**src/rtl/core/kcl_pkg.sv**
```systemverilog
// Package for the keypad code lock: key and field widths, code lengths,
// verdict, echo and register index codes, and reset values of the registers.
// No dependencies.
package kcl_pkg;

  localparam int CODE_KEYS      = 6;
  localparam int EMERGENCY_KEYS = 3;

  localparam int KEY_W     = 4;
  localparam int POS_W     = 3;
  localparam int ATTEMPT_W = 3;
  localparam int PASS_W    = 24;
  localparam int EMERG_W   = 12;
  localparam int CFG_IDX_W = 2;
  localparam int CFG_W     = PASS_W;
  localparam int S_DATA_W  = 8;
  localparam int M_DATA_W  = 16;

  localparam logic [POS_W-1:0] CODE_LAST  = POS_W'(CODE_KEYS - 1);
  localparam logic [POS_W-1:0] EMERG_LAST = POS_W'(EMERGENCY_KEYS - 1);

  localparam logic [PASS_W-1:0]    PASS_RESET  = 24'h123321;
  localparam logic [EMERG_W-1:0]   EMERG_RESET = 12'h222;
  localparam logic [ATTEMPT_W-1:0] MAX_RESET   = 3'd3;

  typedef enum logic [1:0] {
    ECHO_KEY   = 2'd0,
    ECHO_ERROR = 2'd1,
    ECHO_MASK  = 2'd2
  } echo_t;

  typedef enum logic [2:0] {
    VERDICT_BUSY        = 3'd0,
    VERDICT_OPEN        = 3'd1,
    VERDICT_WRONG       = 3'd2,
    VERDICT_BLOCKED     = 3'd3,
    VERDICT_UNBLOCKED   = 3'd4,
    VERDICT_EMERG_WRONG = 3'd5
  } verdict_t;

  typedef enum logic [CFG_IDX_W-1:0] {
    REG_PASS_CODE    = 2'd0,
    REG_EMERG_CODE   = 2'd1,
    REG_MAX_ATTEMPTS = 2'd2
  } cfg_reg_t;

  // Key code at a given position of a code word; nibbles past the word read as zero.
  function automatic logic [KEY_W-1:0] code_nibble(input logic [31:0] word,
                                                   input logic [POS_W-1:0] pos);
    return word[{pos, 2'b00} +: KEY_W];
  endfunction

  // A zero grant is loaded as one attempt.
  function automatic logic [ATTEMPT_W-1:0] granted(input logic [ATTEMPT_W-1:0] max_att);
    return (max_att == '0) ? ATTEMPT_W'(1) : max_att;
  endfunction

endpackage

```
**src/rtl/core/keypad_code_lock_top.sv**
```systemverilog
// Keypad code lock: compares each key with the passcode or the emergency code
// and reports one result transaction per key transaction. Depends on kcl_pkg.
// The result of an accepted key is loaded into the output register at the next clock edge.
// Throughput: one key per cycle; a key is taken whenever the output register is
// empty or its result is taken in the same cycle.
// Reset (rst, synchronous): registers return to their reset codes, the lock to
// normal entry at the first key with three attempts, the output register empties.
module keypad_code_lock_top (
  input  logic                          clk,
  input  logic                          rst,
  input  logic                          s_tvalid,
  output logic                          s_tready,
  input  logic [kcl_pkg::S_DATA_W-1:0]  s_tdata,   // [3:0] key
  output logic                          m_tvalid,
  input  logic                          m_tready,
  output logic [kcl_pkg::M_DATA_W-1:0]  m_tdata,   // [1:0] echo, [5:2] shown_key,
                                                   // [8:6] verdict, [11:9] attempts_left,
                                                   // [12] blocked
  input  logic                          cfg_valid,
  output logic                          cfg_ready,
  input  logic [kcl_pkg::CFG_IDX_W-1:0] cfg_index,
  input  logic [kcl_pkg::CFG_W-1:0]     cfg_data
);

  logic [kcl_pkg::PASS_W-1:0]    pass_code;
  logic [kcl_pkg::EMERG_W-1:0]   emergency_code;
  logic [kcl_pkg::ATTEMPT_W-1:0] max_attempts;

  logic                          blocked_mode, blocked_mode_next;
  logic [kcl_pkg::POS_W-1:0]     key_position, key_position_next;
  logic                          mismatch_seen, mismatch_seen_next;
  logic [kcl_pkg::ATTEMPT_W-1:0] attempts_remaining, attempts_remaining_next;

  kcl_pkg::echo_t                echo_r, echo_next;
  logic [kcl_pkg::KEY_W-1:0]     shown_key_r;
  kcl_pkg::verdict_t             verdict_r, verdict_next;
  logic [kcl_pkg::ATTEMPT_W-1:0] attempts_r;
  logic                          blocked_r;

  logic [kcl_pkg::KEY_W-1:0]     key;
  logic [kcl_pkg::KEY_W-1:0]     expected;
  logic                          mismatch;
  logic [kcl_pkg::ATTEMPT_W-1:0] attempts_dec;
  logic                          in_accept;

  assign cfg_ready = 1'b1;
  assign s_tready  = !m_tvalid || m_tready;
  assign in_accept = s_tvalid && s_tready;
  assign key       = s_tdata[kcl_pkg::KEY_W-1:0];

  always_ff @(posedge clk) begin
    if (rst) begin
      pass_code      <= kcl_pkg::PASS_RESET;
      emergency_code <= kcl_pkg::EMERG_RESET;
      max_attempts   <= kcl_pkg::MAX_RESET;
    end else if (cfg_valid && cfg_ready) begin
      case (cfg_index)
        kcl_pkg::REG_PASS_CODE:    pass_code      <= cfg_data[kcl_pkg::PASS_W-1:0];
        kcl_pkg::REG_EMERG_CODE:   emergency_code <= cfg_data[kcl_pkg::EMERG_W-1:0];
        kcl_pkg::REG_MAX_ATTEMPTS: max_attempts   <= cfg_data[kcl_pkg::ATTEMPT_W-1:0];
        default: ;
      endcase
    end
  end

  always_comb begin
    blocked_mode_next       = blocked_mode;
    key_position_next       = key_position + kcl_pkg::POS_W'(1);
    mismatch_seen_next      = 1'b0;
    attempts_remaining_next = attempts_remaining;
    verdict_next            = kcl_pkg::VERDICT_BUSY;
    attempts_dec            = (attempts_remaining != '0)
                              ? attempts_remaining - kcl_pkg::ATTEMPT_W'(1)
                              : attempts_remaining;
    if (blocked_mode) begin
      expected = kcl_pkg::code_nibble(32'(emergency_code), key_position);
    end else begin
      expected = kcl_pkg::code_nibble(32'(pass_code), key_position);
    end
    mismatch = mismatch_seen || (key != expected);
    if (blocked_mode) begin
      echo_next = kcl_pkg::ECHO_MASK;
      if (key_position >= kcl_pkg::EMERG_LAST) begin
        key_position_next = '0;
        if (!mismatch) begin
          attempts_remaining_next = kcl_pkg::granted(max_attempts);
          blocked_mode_next       = 1'b0;
          verdict_next            = kcl_pkg::VERDICT_UNBLOCKED;
        end else begin
          verdict_next = kcl_pkg::VERDICT_EMERG_WRONG;
        end
      end else begin
        mismatch_seen_next = mismatch;
      end
    end else begin
      echo_next = mismatch ? kcl_pkg::ECHO_ERROR : kcl_pkg::ECHO_KEY;
      if (key_position >= kcl_pkg::CODE_LAST) begin
        key_position_next = '0;
        if (!mismatch) begin
          verdict_next = kcl_pkg::VERDICT_OPEN;
        end else begin
          attempts_remaining_next = attempts_dec;
          if (attempts_dec == '0) begin
            blocked_mode_next = 1'b1;
            verdict_next      = kcl_pkg::VERDICT_BLOCKED;
          end else begin
            verdict_next = kcl_pkg::VERDICT_WRONG;
          end
        end
      end else begin
        mismatch_seen_next = mismatch;
      end
    end
  end

  always_ff @(posedge clk) begin
    if (rst) begin
      blocked_mode       <= 1'b0;
      key_position       <= '0;
      mismatch_seen      <= 1'b0;
      attempts_remaining <= kcl_pkg::granted(kcl_pkg::MAX_RESET);
      m_tvalid           <= 1'b0;
    end else begin
      if (in_accept) begin
        blocked_mode       <= blocked_mode_next;
        key_position       <= key_position_next;
        mismatch_seen      <= mismatch_seen_next;
        attempts_remaining <= attempts_remaining_next;
        m_tvalid           <= 1'b1;
      end else if (m_tready) begin
        m_tvalid <= 1'b0;
      end
    end
  end

  always_ff @(posedge clk) begin
    if (in_accept) begin
      echo_r      <= echo_next;
      shown_key_r <= key;
      verdict_r   <= verdict_next;
      attempts_r  <= attempts_remaining_next;
      blocked_r   <= blocked_mode_next;
    end
  end

  assign m_tdata = {3'b000, blocked_r, attempts_r, verdict_r, shown_key_r, echo_r};

  a_pos_in_code: assert property (@(posedge clk) disable iff (rst)
    key_position <= kcl_pkg::CODE_LAST)
    else $error("key position ran past the passcode length");

  a_attempts_open: assert property (@(posedge clk) disable iff (rst)
    !blocked_mode |-> attempts_remaining != '0)
    else $error("normal entry with no attempts left");

  a_blocked_echo: assert property (@(posedge clk) disable iff (rst)
    in_accept && blocked_mode |=> echo_r == kcl_pkg::ECHO_MASK)
    else $error("blocked mode key not masked");

  a_block_entry: assert property (@(posedge clk) disable iff (rst)
    $rose(blocked_mode) |-> m_tvalid && verdict_r == kcl_pkg::VERDICT_BLOCKED && blocked_r)
    else $error("blocked mode entered without a now-blocked result");

  a_unblock_reload: assert property (@(posedge clk) disable iff (rst)
    $fell(blocked_mode) |-> verdict_r == kcl_pkg::VERDICT_UNBLOCKED
                            && attempts_remaining == kcl_pkg::granted(max_attempts))
    else $error("unblock without full attempt reload");

endmodule
```
**config.mk**
```make
export PLATFORM = sky130hd
export DESIGN_NAME = keypad_code_lock_top
export DESIGN_NICKNAME = d
export VERILOG_FILES = /design/src/rtl/core/kcl_pkg.sv /design/src/rtl/core/keypad_code_lock_top.sv
export SDC_FILE = /design/constraint.sdc
export NUM_CORES = 1
export LEC_CHECK = 0
export BUFFER_PORTS_ARGS = -buffer_cell sky130_fd_sc_hd__buf_2
export CORE_ASPECT_RATIO = 1.5
export CORE_MARGIN = 8
export CORE_UTILIZATION = 59
export DETAILED_ROUTE_END_ITERATION = 8
export HOLD_SLACK_MARGIN = 0.06
export PLACE_DENSITY = 0.89
export SETUP_SLACK_MARGIN = 0.1
export SLEW_MARGIN = 20
export SYNTH_ARGS = -nofsm -noshare
export SYNTH_HDL_FRONTEND = slang
export SYNTH_SLANG_ARGS = --single-unit
```
**constraint.sdc**
```tcl
create_clock -name clk -period 7.2 [get_ports clk]
set_input_delay 0.36 -clock clk [delete_from_list [all_inputs] [get_ports clk]]
set_output_delay 0.36 -clock clk [all_outputs]
set_load 0.005 [all_outputs]
```
* Yosys cells after proc, flatten, opt, wreduce, memory -nomap -nowiden
Cells that the tools add are included.
** Word-level totals
- Register bits :: 61
- Latch bits :: 0
- Memory bits (writable) :: 0
- Bits in read-only memories :: 0
- Memories :: 0
** Cells by class
- $add $sub $neg :: 2
- Multiply operators :: 0
- Div/mod/pow operators :: 0
- Order comparisons :: 2
- Equal/unequal tests :: 3
- Shifts and indexed selects :: 2
- Muxes and demuxes :: 29
- Bitwise gates (word level) :: 0
- Reductions and logical operators :: 12
** Operators by type and width (count)
- $shiftx A32 B6 Y4 :: 2
- $mux W3 :: 12
- $mux W1 :: 14
- $logic_not A3 Y1 :: 2
- $reduce_and A2 Y1 :: 3
- $mux W2 :: 2
- $mux W4 :: 1
- $ne A4 B4 Y1 :: 1
- $add A3 B1 Y3 const B :: 1
- $ge A3 B2 Y1 const B :: 1
- $ge A3 B3 Y1 const B :: 1
- $reduce_bool A3 Y1 :: 1
- $sub A3 B1 Y3 const B :: 1
- $eq A2 B1 Y1 const B :: 1
- $eq A2 B2 Y1 const B :: 1
- $logic_not A2 Y1 :: 1
- $logic_or A1 B1 Y1 :: 2
- $reduce_bool A2 Y1 :: 1
- $logic_and A1 B1 Y1 :: 1
- $logic_not A1 Y1 :: 1

* Longest topological paths before layout
- Word-level depth :: 7
- Gate-level depth with buffers :: 11
- Mapped depth without buffers :: 9

* Worst setup path after synthesis
OpenSTA, ideal clock, no wires.
- Path type :: register -> register
- From :: register key_position[0] in the netlist's numbering
- To :: register attempts_r[2] in the netlist's numbering (data pin)
- Setup time :: 0.256 ns
- Arrival time :: 2.340 ns
- Setup slack :: 4.604 ns
- Stages on the path, launching flop included :: 9
- Buffers on the path :: 1
- Period minus slack after synthesis :: 2.596 ns
- Path through :: dfxtp_1 > buf_6 > mux4_1 > mux2i_1 > mux2_2 > and4_4 > and2_2 > or3_1 > o211a_1
** On the way
- Word-level cells in the longest chain between the ends :: 7
- Elaborated cells between the ends (all ways) :: 12
- Classes of those cells :: order compare (2); eq/ne (1); shift (2); mux (6); reduce/logical (1)
** RTL lines
- start, declared :: line keypad_code_lock_top.sv:30 : logic [kcl_pkg::POS_W-1:0] key_position, key_position_next;
- start signal, assigned :: line keypad_code_lock_top.sv:126 : key_position <= key_position_next;
- $shiftx A32 B6 Y4 :: line kcl_pkg.sv:50 : return word[{pos, 2'b00} +: KEY_W];
- $mux W4 :: line keypad_code_lock_top.sv:75 : if (blocked_mode) begin
- $ne A4 B4 Y1 :: line keypad_code_lock_top.sv:80 : mismatch = mismatch_seen || (key != expected);
- $logic_or A1 B1 Y1 :: line keypad_code_lock_top.sv:80
- $mux W3, on equally long branches :: line keypad_code_lock_top.sv:99, keypad_code_lock_top.sv:85
- $mux W3, on equally long branches :: line keypad_code_lock_top.sv:97, keypad_code_lock_top.sv:83
- $mux W3 * :: line keypad_code_lock_top.sv:81 : if (blocked_mode) begin
- net attempts_remaining_next (one bit) :: line keypad_code_lock_top.sv:32 : logic [kcl_pkg::ATTEMPT_W-1:0] attempts_remaining, attempts_remaining_next;
- end signal, assigned :: line keypad_code_lock_top.sv:141 : attempts_r <= attempts_remaining_next;
- end, declared :: line keypad_code_lock_top.sv:37 : logic [kcl_pkg::ATTEMPT_W-1:0] attempts_r;
The timed path passes the listed nets; every way through them passes the cells marked *.
A chain may end at the register's enable or synchronous reset.

* Worst setup path in the final report
Same ends and word-level chain as after synthesis.

==> impl_results.md <==
* Crit-path cells: mux4_1 -> mux2i_1 -> mux2_2 -> and4_4 -> and2_2 -> or3_1 -> o211a_1
* Hold EP: pass_code[12]
* Arr. time, crit path at ~3300 ps
* Hold-fix buffers, CTS at 0
* H-tree depth at 3
* Setup TNS at 0 ps
* TritonRoute pass-1 iters at 4
* Syn-to-layout area delta at 11.66%
* TritonCTS Buffers at 9
* DP Worst Slack at about 4100 ps
* Reg2Reg Depth at 7
* Cell count after synthesis at 349
* Vias at approximately 2500
* Clk slew on worst S/H paths at 60 ps
* Hold path depth at 2
* Clock Latency Late Sink at about 350 ps
* Final ANT Viol Nets at 0
* Commonest non-fill, non-tap cell in the layout: nand2_1
* Area of the mapped netlist at ~3000 µm²
* Post-DP HPWL at ~4.7 mm
* GRT Util Overall at around 18%
* Yosys top cell area share at about a third
* Global-route wire length before repair at approximately 11 mm
* PD cells at between 200 and 250 nW/µm²
* Initial Utilization at about three fifths
* Startpoint Class: register
* Worst path slowest cell: dfxtp_1
* Pint at 0.5281 mW
* Critical R2R Launch: key_position[0]
* CTS tree: built
* DR DRC count at 0
* Highest ir drop seen on vdd at between 150 and 200 µV
* Worst EP required at roughly 7300 ps
* Overall power at 0.7018 mW
* Reg2reg setup slack at roughly 4000 ps
* RSZ-0062 raised after global routing: false
* Vias/cell at ~5.5
* Tcrit/Tclk final at between 40 and 50%
* Setup violators final at 0
* Die Y at just over 100 µm
* FF-to-FF End: attempts_r[2]
* Gate power share at a little over a tenth
* Final WL at 6.522 mm
* Distinct cell type count after synthesis at 55
* Max frequency at about 0.32 GHz
* Max-cap violations at 0
* Slew HR at ~45%
* Worst slew pin tran at roughly 830 ps
* Leakage at around 1.4 nW
* Crit-path max cell delay at approximately 760 ps
* Largest net degree at the start of global routing at 51
* HP Start: cfg_data[12]
* Net Sw Frac at around a quarter
* Largest cells by area after synthesis: dfxtp_1 (32%), edfxtp_1 (13%), nand2_1 (9.5%)
* Setup Skew at 11.84 ps
* Initial antenna violation count at 0
* Routability congestion estimate from global placement at approximately 0.86
* Seq cells post-synth at 61
* Post-DR wirelength/cell at between 10 and 15 µm
* Layout cell share with drive strength beyond 1 at between 15 and 20%
* Most frequent cells in the layout: nand2_1 (77), buf_2 (49), dfxtp_1 (48)
* Run status: completed
* Ys Warns at 0
* Flop pwr share at 53.2%
* Crit. End Element: register
* Seq/Total Area, Yosys at 44.50%
* Largest area contributor in the netlist: dfxtp_1
* Main synth FF type: dfxtp_1
* Share of flip-flops with an asynchronous set or reset at 0%
* Root Buffer: clkbuf_8
* Synthesized area per cell at 8.701 µm²
* Cts repair resizes at 0
* Cell row count at 32
* Gr ovfl total at 0
* Worst hold slack at 224.1 ps
* Final hold viol count at 0
* Core ar. at about 5000 µm²
* Ant. Diodes at 0
* Min-Delay Path Class: in2reg
* Clk buf depth at 2
* I/O Buffers at between 40 and 50
* Clock power frac at between 30% and 40%
* Number of synthesized flops with an enable pin at 13
* Clk sinks at just over 60
* Setup repair bufs after CTS at 0
* I/O pin total at 58
* DIE AREA at 7746 µm²
* Number of global-route vias before repair at around 2500
* Setup ws final at around 4000 ps
* Min Tclk post-route at about 3200 ps
* Crit Path Max Fanout at 16
* Layout Nets at 430
* Slew Limit Fails at 0
* Reported net switching power at ~0.17 mW
* Die Width at 74.58 µm
* Number of DRC markers in iteration 0 at about 150
* Setup CP Type: reg2reg
sequential cells by signal (all words and copies together) (netlist names):
name / flops
key_position: 3
attempts_r: 3
echo_r: 2
pass_code: 24
mismatch_seen: 1
m_tvalid: 1
max_attempts: 3
shown_key_r: 4
blocked_mode: 1
emergency_code: 12
blocked_r: 1
attempts_remaining: 3
verdict_r: 3
power by group through the flow:
stage / clock network (mW) / registers (mW) / logic (mW)
6_report: 0.256 / 0.373 / 0.0728
5_1_grt: 0.273 / 0.375 / 0.0817
4_1_cts: 0.261 / 0.373 / 0.0732
3_5_place_dp: 0 / 0.381 / 0.0729
3_3_place_gp: 0 / 0.380 / 0.0713
2_1_floorplan: 0 / 0.376 / 0.0561
layout make-up:
class	instances	area, µm²
Timing Repair Buffer	51	260.3
Clock inverter	2	10.01
Fill cell	448	1654
Sequential cell	61	1351
Tap cell	68	85.08
Inverter	15	56.30
Clock buffer	14	152.6
Multi-Input combinational cell	248	1475
critical path: cells and delay by family (launching register included):
kind | cells | cell delay, ps
AO/OA/AOI/OAI | 1 | 140
AND/OR/NAND/NOR | 3 | 850
multiplexers | 3 | 1170
flip-flops | 1 | 760
metal layers:
layer / GRT usage (%) / part of all wire [%] / vias up
li1: - / - / 1262
met1: 17.82 / 38 / 1211
met4: 10.14 / 1.8 / 0
met3: 4.151 / 4.7 / 8
met5: 0 / 0 / -
met2: 31.85 / 55 / 57
how the worst max path moves through the flow:
stage	from	end	cells after the start
global route	key_position[0]	attempts_r[2]	7
detailed placement	key_position[0]	attempts_r[2]	7
CTS	key_position[0]	attempts_r[2]	7
finish	key_position[0]	attempts_r[2]	7
floorplan	key_position[0]	attempts_r[2]	8
global placement	key_position[0]	attempts_r[2]	7
stage by stage:
step	area (µm²)	utilization [%]	cells
after floorplan	3044	-	351
after global placement	3228	63.99	443
after detailed placement	3228	63.99	443
after CTS	3391	67.21	459
after global routing	3391	67.21	459
final	3391	67.21	459
kinds of logic after synthesis:
logic type,Yosys count,share of synthesized area (%)
other,2,0.2473
flip-flops,61,44.50
adder cells (fa/ha/maj),5,2.060
AND/OR/NAND/NOR,148,22.99
AO/OA/AOI/OAI,70,15.16
multiplexers,21,7.705
buffers and inverters,42,7.334
cell usage after synthesis, types with 2 or more instances:
cell,count
nand2_1,77
dfxtp_1,48
a21oi_1,33
nor2_1,25
mux2i_1,17
inv_1,15
edfxtp_1,13
clkbuf_1,12
nand3b_1,12
nor3_1,9
buf_4,8
o21ai_0,7
ha_1,5
and3_1,4
nand2b_1,4
nand3_1,4
o221ai_1,4
a211o_1,3
a22oi_1,3
buf_6,3
o22ai_1,3
a31oi_1,2
buf_1,2
conb_1,2
mux2_2,2
nor2b_1,2
o31a_1,2
(Power assumes the default switching activity.)
